### config.mk
export PLATFORM = sky130hd
export DESIGN_NAME = deadline_priority_queue_assign
export DESIGN_NICKNAME = d
export VERILOG_FILES = /design/src/rtl/core/dpqa_pkg.sv /design/src/rtl/core/deadline_priority_queue_assign.sv /design/src/rtl/core/dpqa_div.sv /design/src/rtl/core/dpqa_cell.sv
export SDC_FILE = /design/constraint.sdc
export NUM_CORES = 2
export LEC_CHECK = 0
export BUFFER_PORTS_ARGS = -buffer_cell sky130_fd_sc_hd__buf_2
export CAP_MARGIN = 20
export CORE_ASPECT_RATIO = 0.75
export CORE_MARGIN = 2
export CORE_UTILIZATION = 38
export DETAILED_ROUTE_END_ITERATION = 8
export PLACE_DENSITY = 0.63
export SLEW_MARGIN = 25
export SYNTH_ARGS = -nofsm -noshare
export SYNTH_HDL_FRONTEND = slang
export SYNTH_SLANG_ARGS = --single-unit
### constraint.sdc
create_clock -name i_clk -period 9.1 [get_ports i_clk]
set_input_delay 1.82 -clock i_clk [delete_from_list [all_inputs] [get_ports i_clk]]
set_output_delay 1.82 -clock i_clk [all_outputs]
set_load 0.005 [all_outputs]
### src/rtl/core/dpqa_pkg.sv
// Shared types and constants for the deadline priority queue assignment block.
package dpqa_pkg;

    localparam int KIND_W      = 2;
    localparam int TIME_W      = 63;
    localparam int PRIO_W      = 31;
    localparam int QUEUE_W     = 5;
    localparam int LVL_IDX_W   = 8;
    localparam int MAX_LEVELS_DEF = 32;

    // 1000000 = 2**6 * 15625; the shift drops the power of two, the
    // reciprocal multiply handles the odd factor
    localparam int MS_SHIFT    = 6;
    localparam int DIVD_W      = 45;
    localparam int HALF_W      = 23;
    localparam int PROD_W      = 2 * HALF_W;
    localparam int RECIP_SH    = 59;
    localparam int SUM_W       = 91;

    localparam logic [63:0]       MS_ODD    = 64'd15625;
    localparam logic [PROD_W-1:0] RECIP     =
        PROD_W'(((64'd1 << RECIP_SH) + MS_ODD - 64'd1) / MS_ODD);
    localparam logic [PRIO_W-1:0] PRIO_MAX  = {PRIO_W{1'b1}};
    // smallest time value whose millisecond count no longer fits
    localparam logic [TIME_W-1:0] SAT_NS    = 63'd2147483648000000;

    typedef enum logic [KIND_W-1:0] {
        KIND_NRT      = 2'd0,
        KIND_PERIODIC = 2'd1,
        KIND_SPORADIC = 2'd2,
        KIND_RT       = 2'd3
    } t_kind;

    typedef struct packed {
        logic                 active;
        logic                 found;
        logic [LVL_IDX_W-1:0] slot;
    } t_tok;

endpackage

### src/rtl/core/deadline_priority_queue_assign.sv
// Top level: deadline-monotonic priority assignment with a systolic level table search.
// Flow from input item to result: the reciprocal multiply, then the search token walks the chain,
// then the table is updated and the output register is loaded. One item is in work at a time,
// and a new item is taken while the previous result waits in the output register.
// Reset: synchronous active low; clears level count, control and output valid.
module deadline_priority_queue_assign #(
    parameter int MAX_LEVELS = dpqa_pkg::MAX_LEVELS_DEF
) (
    input  logic                          i_clk,
    input  logic                          i_rst_n,
    input  logic                          i_valid,
    output logic                          o_stall,
    input  logic [dpqa_pkg::KIND_W-1:0]   i_task_kind,
    input  logic [dpqa_pkg::TIME_W-1:0]   i_time_ns,
    input  logic                          i_inherit_present,
    input  logic [dpqa_pkg::QUEUE_W-1:0]  i_inherit_queue,
    input  logic [dpqa_pkg::PRIO_W-1:0]   i_inherit_priority,
    output logic                          o_valid,
    input  logic                          i_stall,
    output logic [dpqa_pkg::PRIO_W-1:0]   o_base_priority,
    output logic [dpqa_pkg::QUEUE_W-1:0]  o_base_queue,
    output logic [dpqa_pkg::PRIO_W-1:0]   o_active_priority,
    output logic [dpqa_pkg::QUEUE_W-1:0]  o_active_queue,
    output logic                          o_status
);
    import dpqa_pkg::*;

    localparam int CNT_W = $clog2(MAX_LEVELS + 1);

    typedef enum logic [3:0] {
        S_IDLE = 4'b0001,
        S_DIV  = 4'b0010,
        S_SRCH = 4'b0100,
        S_DONE = 4'b1000
    } t_state;

    t_state             r_state;
    t_state             n_state;
    logic [CNT_W-1:0]   r_count;
    logic               r_ovalid;

    logic               r_inh;
    logic [QUEUE_W-1:0] r_inh_q;
    logic [PRIO_W-1:0]  r_inh_p;
    logic               r_found;
    logic               r_full;
    logic [LVL_IDX_W-1:0] r_slot;

    logic [PRIO_W-1:0]  r_o_base_p;
    logic [QUEUE_W-1:0] r_o_base_q;
    logic [PRIO_W-1:0]  r_o_act_p;
    logic [QUEUE_W-1:0] r_o_act_q;
    logic               r_o_status;

    logic               w_accept;
    logic               w_div_done;
    logic [PRIO_W-1:0]  w_key;
    t_tok               w_tok [MAX_LEVELS+1];
    t_tok               w_last;
    logic               w_room;
    logic               w_wr_en;
    logic               w_out_free;
    logic [QUEUE_W-1:0] w_base_q;

    assign w_accept   = i_valid && !o_stall;
    assign o_stall    = (r_state != S_IDLE);
    assign w_last     = w_tok[MAX_LEVELS];
    assign w_room     = r_count < CNT_W'(MAX_LEVELS);
    assign w_wr_en    = (r_state == S_SRCH) && w_last.active && !w_last.found && w_room;
    assign w_out_free = !r_ovalid || !i_stall;
    assign w_base_q   = QUEUE_W'(r_slot);

    dpqa_div u_div (
        .i_clk     (i_clk),
        .i_rst_n   (i_rst_n),
        .i_start   (w_accept),
        .i_kind    (i_task_kind),
        .i_time_ns (i_time_ns),
        .o_done    (w_div_done),
        .o_quot    (w_key)
    );

    assign w_tok[0] = '{active: w_div_done, found: 1'b0, slot: '0};

    for (genvar g = 0; g < MAX_LEVELS; g++) begin : g_cell
        dpqa_cell #(
            .IDX   (g),
            .CNT_W (CNT_W)
        ) u_cell (
            .i_clk     (i_clk),
            .i_rst_n   (i_rst_n),
            .i_tok     (w_tok[g]),
            .o_tok     (w_tok[g+1]),
            .i_key     (w_key),
            .i_count   (r_count),
            .i_wr_en   (w_wr_en),
            .i_wr_idx  (LVL_IDX_W'(r_count)),
            .i_wr_data (w_key)
        );
    end

    always_comb begin
        n_state = r_state;
        unique case (r_state)
            S_IDLE: begin
                if (w_accept) n_state = S_DIV;
            end
            S_DIV: begin
                if (w_div_done) n_state = S_SRCH;
            end
            S_SRCH: begin
                if (w_last.active) n_state = S_DONE;
            end
            S_DONE: begin
                if (w_out_free) n_state = S_IDLE;
            end
            default: n_state = S_IDLE;
        endcase
    end

    always_ff @(posedge i_clk) begin
        if (!i_rst_n) begin
            r_state  <= S_IDLE;
            r_count  <= '0;
            r_ovalid <= 1'b0;
        end else begin
            r_state <= n_state;
            if (w_wr_en) begin
                r_count <= r_count + 1'b1;
            end
            if ((r_state == S_DONE) && w_out_free) begin
                r_ovalid <= 1'b1;
            end else if (!i_stall) begin
                r_ovalid <= 1'b0;
            end
        end
    end

    always_ff @(posedge i_clk) begin
        if (w_accept) begin
            r_inh   <= i_inherit_present;
            r_inh_q <= i_inherit_queue;
            r_inh_p <= i_inherit_priority;
        end
        if ((r_state == S_SRCH) && w_last.active) begin
            r_found <= w_last.found;
            r_full  <= !w_last.found && !w_room;
            if (w_last.found) begin
                r_slot <= w_last.slot;
            end else if (w_room) begin
                r_slot <= LVL_IDX_W'(r_count);
            end else begin
                r_slot <= '0;
            end
        end
        if ((r_state == S_DONE) && w_out_free) begin
            r_o_base_p <= w_key;
            r_o_base_q <= w_base_q;
            r_o_act_p  <= r_inh ? r_inh_p : w_key;
            r_o_act_q  <= r_inh ? r_inh_q : w_base_q;
            r_o_status <= r_full && !r_found;
        end
    end

    assign o_valid           = r_ovalid;
    assign o_base_priority   = r_o_base_p;
    assign o_base_queue      = r_o_base_q;
    assign o_active_priority = r_o_act_p;
    assign o_active_queue    = r_o_act_q;
    assign o_status          = r_o_status;

endmodule

### src/rtl/core/dpqa_div.sv
// Base priority unit: ns to ms by a three-stage multiply with a fixed-point reciprocal.
module dpqa_div (
    input  logic                          i_clk,
    input  logic                          i_rst_n,
    input  logic                          i_start,
    input  logic [dpqa_pkg::KIND_W-1:0]   i_kind,
    input  logic [dpqa_pkg::TIME_W-1:0]   i_time_ns,
    output logic                          o_done,
    output logic [dpqa_pkg::PRIO_W-1:0]   o_quot
);
    import dpqa_pkg::*;

    logic                  r_done;
    logic [2:0]            r_stage;
    logic                  r_sat;
    logic [DIVD_W-1:0]     r_y;
    logic [PROD_W-1:0]     r_p_ll;
    logic [PROD_W-1:0]     r_p_lh;
    logic [PROD_W-1:0]     r_p_hl;
    logic [PROD_W-1:0]     r_p_hh;
    logic [PROD_W:0]       r_mid;
    logic [PRIO_W-1:0]     r_res;

    logic [HALF_W-1:0]     w_y_lo;
    logic [HALF_W-1:0]     w_y_hi;
    logic [HALF_W-1:0]     w_m_lo;
    logic [HALF_W-1:0]     w_m_hi;
    logic [SUM_W-1:0]      w_sum;
    logic                  w_sat;

    assign w_y_lo = r_y[HALF_W-1:0];
    assign w_y_hi = HALF_W'(r_y[DIVD_W-1:HALF_W]);
    assign w_m_lo = RECIP[HALF_W-1:0];
    assign w_m_hi = RECIP[PROD_W-1:HALF_W];
    assign w_sum  = (SUM_W'(r_p_hh) << PROD_W) + (SUM_W'(r_mid) << HALF_W) + SUM_W'(r_p_ll);
    assign w_sat  = (t_kind'(i_kind) == KIND_NRT) || (i_time_ns >= SAT_NS);

    always_ff @(posedge i_clk) begin
        if (!i_rst_n) begin
            r_stage <= '0;
            r_done  <= 1'b0;
        end else begin
            r_stage <= {r_stage[1:0], i_start};
            r_done  <= r_stage[2];
        end
    end

    always_ff @(posedge i_clk) begin
        if (i_start) begin
            // bits above the slice are zero whenever the quotient fits
            r_y   <= i_time_ns[MS_SHIFT+DIVD_W-1:MS_SHIFT];
            r_sat <= w_sat;
        end
        if (r_stage[0]) begin
            r_p_ll <= PROD_W'(w_y_lo) * PROD_W'(w_m_lo);
            r_p_lh <= PROD_W'(w_y_lo) * PROD_W'(w_m_hi);
            r_p_hl <= PROD_W'(w_y_hi) * PROD_W'(w_m_lo);
            r_p_hh <= PROD_W'(w_y_hi) * PROD_W'(w_m_hi);
        end
        if (r_stage[1]) begin
            r_mid <= (PROD_W+1)'(r_p_lh) + (PROD_W+1)'(r_p_hl);
        end
        if (r_stage[2]) begin
            r_res <= r_sat ? PRIO_MAX : w_sum[RECIP_SH+PRIO_W-1:RECIP_SH];
        end
    end

    assign o_done = r_done;
    assign o_quot = r_res;

endmodule

### src/rtl/core/dpqa_cell.sv
// One level table slot: holds a level and compares it against the passing search token.
module dpqa_cell #(
    parameter int IDX   = 0,
    parameter int CNT_W = 6
) (
    input  logic                            i_clk,
    input  logic                            i_rst_n,
    input  dpqa_pkg::t_tok                  i_tok,
    output dpqa_pkg::t_tok                  o_tok,
    input  logic [dpqa_pkg::PRIO_W-1:0]     i_key,
    input  logic [CNT_W-1:0]                i_count,
    input  logic                            i_wr_en,
    input  logic [dpqa_pkg::LVL_IDX_W-1:0]  i_wr_idx,
    input  logic [dpqa_pkg::PRIO_W-1:0]     i_wr_data
);
    import dpqa_pkg::*;

    logic [PRIO_W-1:0] r_level;
    t_tok              r_tok;
    t_tok              n_tok;
    logic              w_hit;

    assign w_hit = (CNT_W'(IDX) < i_count) && (r_level == i_key);

    always_comb begin
        n_tok.active = i_tok.active;
        n_tok.found  = i_tok.found | w_hit;
        n_tok.slot   = i_tok.found ? i_tok.slot : LVL_IDX_W'(IDX);
    end

    always_ff @(posedge i_clk) begin
        if (!i_rst_n) begin
            r_tok <= '0;
        end else begin
            r_tok <= n_tok;
        end
    end

    always_ff @(posedge i_clk) begin
        if (i_wr_en && (i_wr_idx == LVL_IDX_W'(IDX))) begin
            r_level <= i_wr_data;
        end
    end

    assign o_tok = r_tok;

endmodule

==> flow_summary_export.csv <==
group,metric,value,unit
setup_path,r2r_start,"u_div.r_y[9]",
logic_synthesis,synth_ff_type,"edfxtp_1",
floorplan,core_area,0.253,sq mm
placed_design,numPortBuffers,174,
logic_synthesis,yosysMostFrequentCell,"edfxtp_1",
setup_path,start_kind,"flip-flop",
setup_path,end_kind,"flip-flop",
setup_path,critPathArrivalTime,8320,ps
clocking,ctsHoldBuffers,0,
clocking,cts_buffers,166,
logic_synthesis,ys_warn_count,0,
route,wirelength,231,mm
setup_path,worst_path_most_repeated_cell,"fa_1",
grt,grt_pass1_wl,352,mm
floorplan,die_w,586,um
layout,nets,9318,
route,vias,56700,
clocking,post_cts_buffers,0,
sta,finClkSkew,96.7,ps
route,drt-wirelength-per-cell,20.6,um
sta,relSlewSlack,26.6,%
run,maxCapViolations,0,
route,vias_per_cell,5.04,
setup_path,slowest_stage,"edfxtp_1",
logic_synthesis,syn_nets,9024,
setup_path,crit_type,"flip-flop to flip-flop",
route,postRouteAntennaNets,0,
grt,met2_usage,27.0,%
min_path,hold_end,"g_cell[1].u_cell.o_tok[9]",
logic_synthesis,netlist.area_leader.share,43.0,%
sta,rsz0062_at_grt,"no",
layout,seq_area,0.0457,sq mm
grt,grt_max_degree,103,
route,drc,0,
layout,nFillCells,23200,
clocking,cts.clk_slew.worst_paths,60,ps
setup_path,required,9600,ps
layout,multi_input_area,0.0467,sq mm
logic_synthesis,async_flop_share,0,%
clocking,clockBufferDepth,4,
grt,globalRouteOverflowTotal,0,
min_path,min_path_type,"flip-flop to flip-flop",
clocking,clock-sinks,1590,
grt,grt.met1_usage,26.4,%
clocking,cts_resized,0,
layout,synthToLayoutAreaGrowth,11.4,%
logic_synthesis,synth-seq-cells,1590,
sta,finalCriticalPeriod,7820,ps
logic_synthesis,syn_inst,7411,
logic_synthesis,synth_area,0.0965,sq mm
placed_design,dp_hpwl,161,mm
logic_synthesis,syn_area_per_cell,13.0,sq um
logic_synthesis,yosysTopAreaCell,"edfxtp_1",
setup_path,critical-path-max-stage-delay,1010,ps
clocking,root_buffer,"clkbuf_16",
floorplan,die_area,0.258,sq mm
logic_synthesis,seq_area_frac_synth,47.3,%
setup_path,crit_chain,"inv_1 -> fa_1 -> inv_1 -> fa_1 -> inv_1 -> fa_1 -> inv_1 -> fa_1 -> ha_1 -> fa_1 -> fa_1 -> ha_1 -> and3_1 -> nand3_1 -> a211oi_1 -> o21ai_0 -> nand3_1 -> o21ai_1 -> o21ai_1 -> and2_1 -> a221oi_1 -> xnor2_1",
grt,antenna_found_initial,12,
setup_path,rr_worst_depth,22,
logic_synthesis,synthTopCellsByCount,"1382 x edfxtp_1, 942 x inv_1, 847 x ha_1, 804 x xnor2_1, 660 x fa_1",
route,drtIter0Drc,4078,
logic_synthesis,synth_edf_count,1382,
min_path,whs_path_depth,1,
min_path,hp-start,"g_cell[0].u_cell.o_tok[9]",
placed_design,gp_congestion,0.900,
layout,drive_above_1_share,8.47,%
logic_synthesis,ys_top_cells_by_area,"edfxtp_1 43%, fa_1 14%, ha_1 11%, xnor2_1 7.3%, dfxtp_1 4.3%",
sta,tightest_slew,1100,ps
clocking,ctsHtreeMaxLevel,4,
sta,drv_slew,0,
floorplan,die_h,440,um
grt,gr-usage-met3,4.01,%
sta,setup_viol,0,
grt,grt_pass1_vias,57700,
floorplan,rows,160,
setup_path,reg2reg_setup_slack,1280,ps
grt,top_usage_layer,"met2",
floorplan,start_util,38.1,%
setup_path,r2r_end,"u_div.r_p_lh[39]",
sta,setup_tns,0,ps
logic_synthesis,synth_cell_types,89,
floorplan,io_pins,181,
route,first_pass_iters,5,
clocking,clk_latency,860,ps
run_status,outcome,"completed",
sta,max_freq,0.128,GHz
setup_path,cp_max_fo,12,
sta,timing.final.crit_share,85.9,%
clocking,cts_tree,"done",
grt,grt.total_usage,18.0,%
sta,finalHoldViolations,0,
[critical path, delay by kind of cell, from the launching register on]
family                   cells  cell delay, ps
adder cells (fa/ha/maj)      8            3710
AO/OA/AOI/OAI                5            1320
flip-flops                   1            1010
AND/OR/NAND/NOR              4             880
buffers and inverters        4             480
XOR/XNOR                     1             150
[cells in the final DEF, fill, tap and decap left out, drive strengths merged, types with 48 or more instances in the layout]
master / synthesis / layout
a21boi: 84 / 84
a21o: 157 / 157
a21oi: 211 / 211
and2: 53 / 53
and3: 70 / 70
buf: 48 / 315
clkbuf: 141 / 221
clkinv: 0 / 51
dfxtp: 208 / 208
edfxtp: 1382 / 1382
fa: 660 / 660
ha: 847 / 847
inv: 942 / 950
nand2: 160 / 160
nand2b: 53 / 53
nand3: 59 / 59
nand4: 205 / 205
nor2: 173 / 173
nor2b: 48 / 48
nor3: 57 / 57
nor4: 124 / 124
o21ai: 133 / 133
xnor2: 804 / 804
xor2: 450 / 450
[area by class of cell]
type / instances / share of cell area, %
Tap cell: 3402 / 3.96
Clock buffer: 221 / 4.23
Sequential cell: 1590 / 42.5
Multi-Input combinational cell: 4690 / 43.4
Timing Repair Buffer: 315 / 2.00
Inverter: 942 / 3.29
Antenna cell: 4 / 0.00931
Clock inverter: 72 / 0.575
[metal layers]
layer,wire [um],vias up
met5,20,-
met4,4940,2
met3,17300,312
met2,99700,1658
met1,110000,28500
li1,-,26200
[worst max-delay path by stage]
stage / start / to / slack [ps] / cells past startpoint
floorplan: u_div.r_y[13] / u_div.r_p_lh[43] / 2080 / 26
global placement: u_div.r_y[11] / u_div.r_p_lh[43] / 1390 / 25
detailed placement: u_div.r_y[29] / u_div.r_p_hh[43] / 1390 / 23
CTS: u_div.r_y[29] / u_div.r_p_hh[43] / 1330 / 23
global route: u_div.r_y[11] / u_div.r_p_lh[39] / 900 / 25
finish: u_div.r_y[9] / u_div.r_p_lh[39] / 1280 / 22
[through the flow]
stage | util [%] | instances | setup slack (ps) | hold WS (ps) | area, sq um
after floorplan | - | 7411 | 2080 | 392 | 96500
final | 42.5 | 11200 | 1280 | 401 | 107000
after global placement | 40.4 | 10900 | 1390 | 402 | 102000
after CTS | 42.5 | 11200 | 1330 | 411 | 107000
after detailed placement | 40.4 | 10900 | 1390 | 418 | 102000
after global routing | 42.5 | 11200 | 902 | 422 | 107000
[logic make-up after synthesis]
kind of cell / Yosys count / synth area share [%]
flip-flops: 1590 / 47.3
AND/OR/NAND/NOR: 1055 / 5.93
multiplexers: 43 / 0.494
buffers and inverters: 1131 / 4.41
adder cells (fa/ha/maj): 1507 / 24.7
XOR/XNOR: 1254 / 11.4
AO/OA/AOI/OAI: 831 / 5.77
[state kept, by name (all words and copies together) (netlist names), 3 cells and up]
signal and flops:
u_div.r_p_lh 42, u_div.r_p_ll 25, g_cell.u_cell.r_level 992, u_div.r_p_hh 43, u_div.r_y 45, o_base_priority 31, r_inh_q 5, r_inh_p 31
r_count 6, u_div.o_quot 31, g_cell.u_cell.o_tok 193, o_active_queue 5, o_base_queue 5, o_active_priority 31, u_div.r_p_hl 40, u_div.r_stage 3
u_div.r_mid 46, r_slot 5, r_state 4
Power is not shown: default switching activity piles up to over one toggle a cycle in this logic, so the estimate is an artifact.
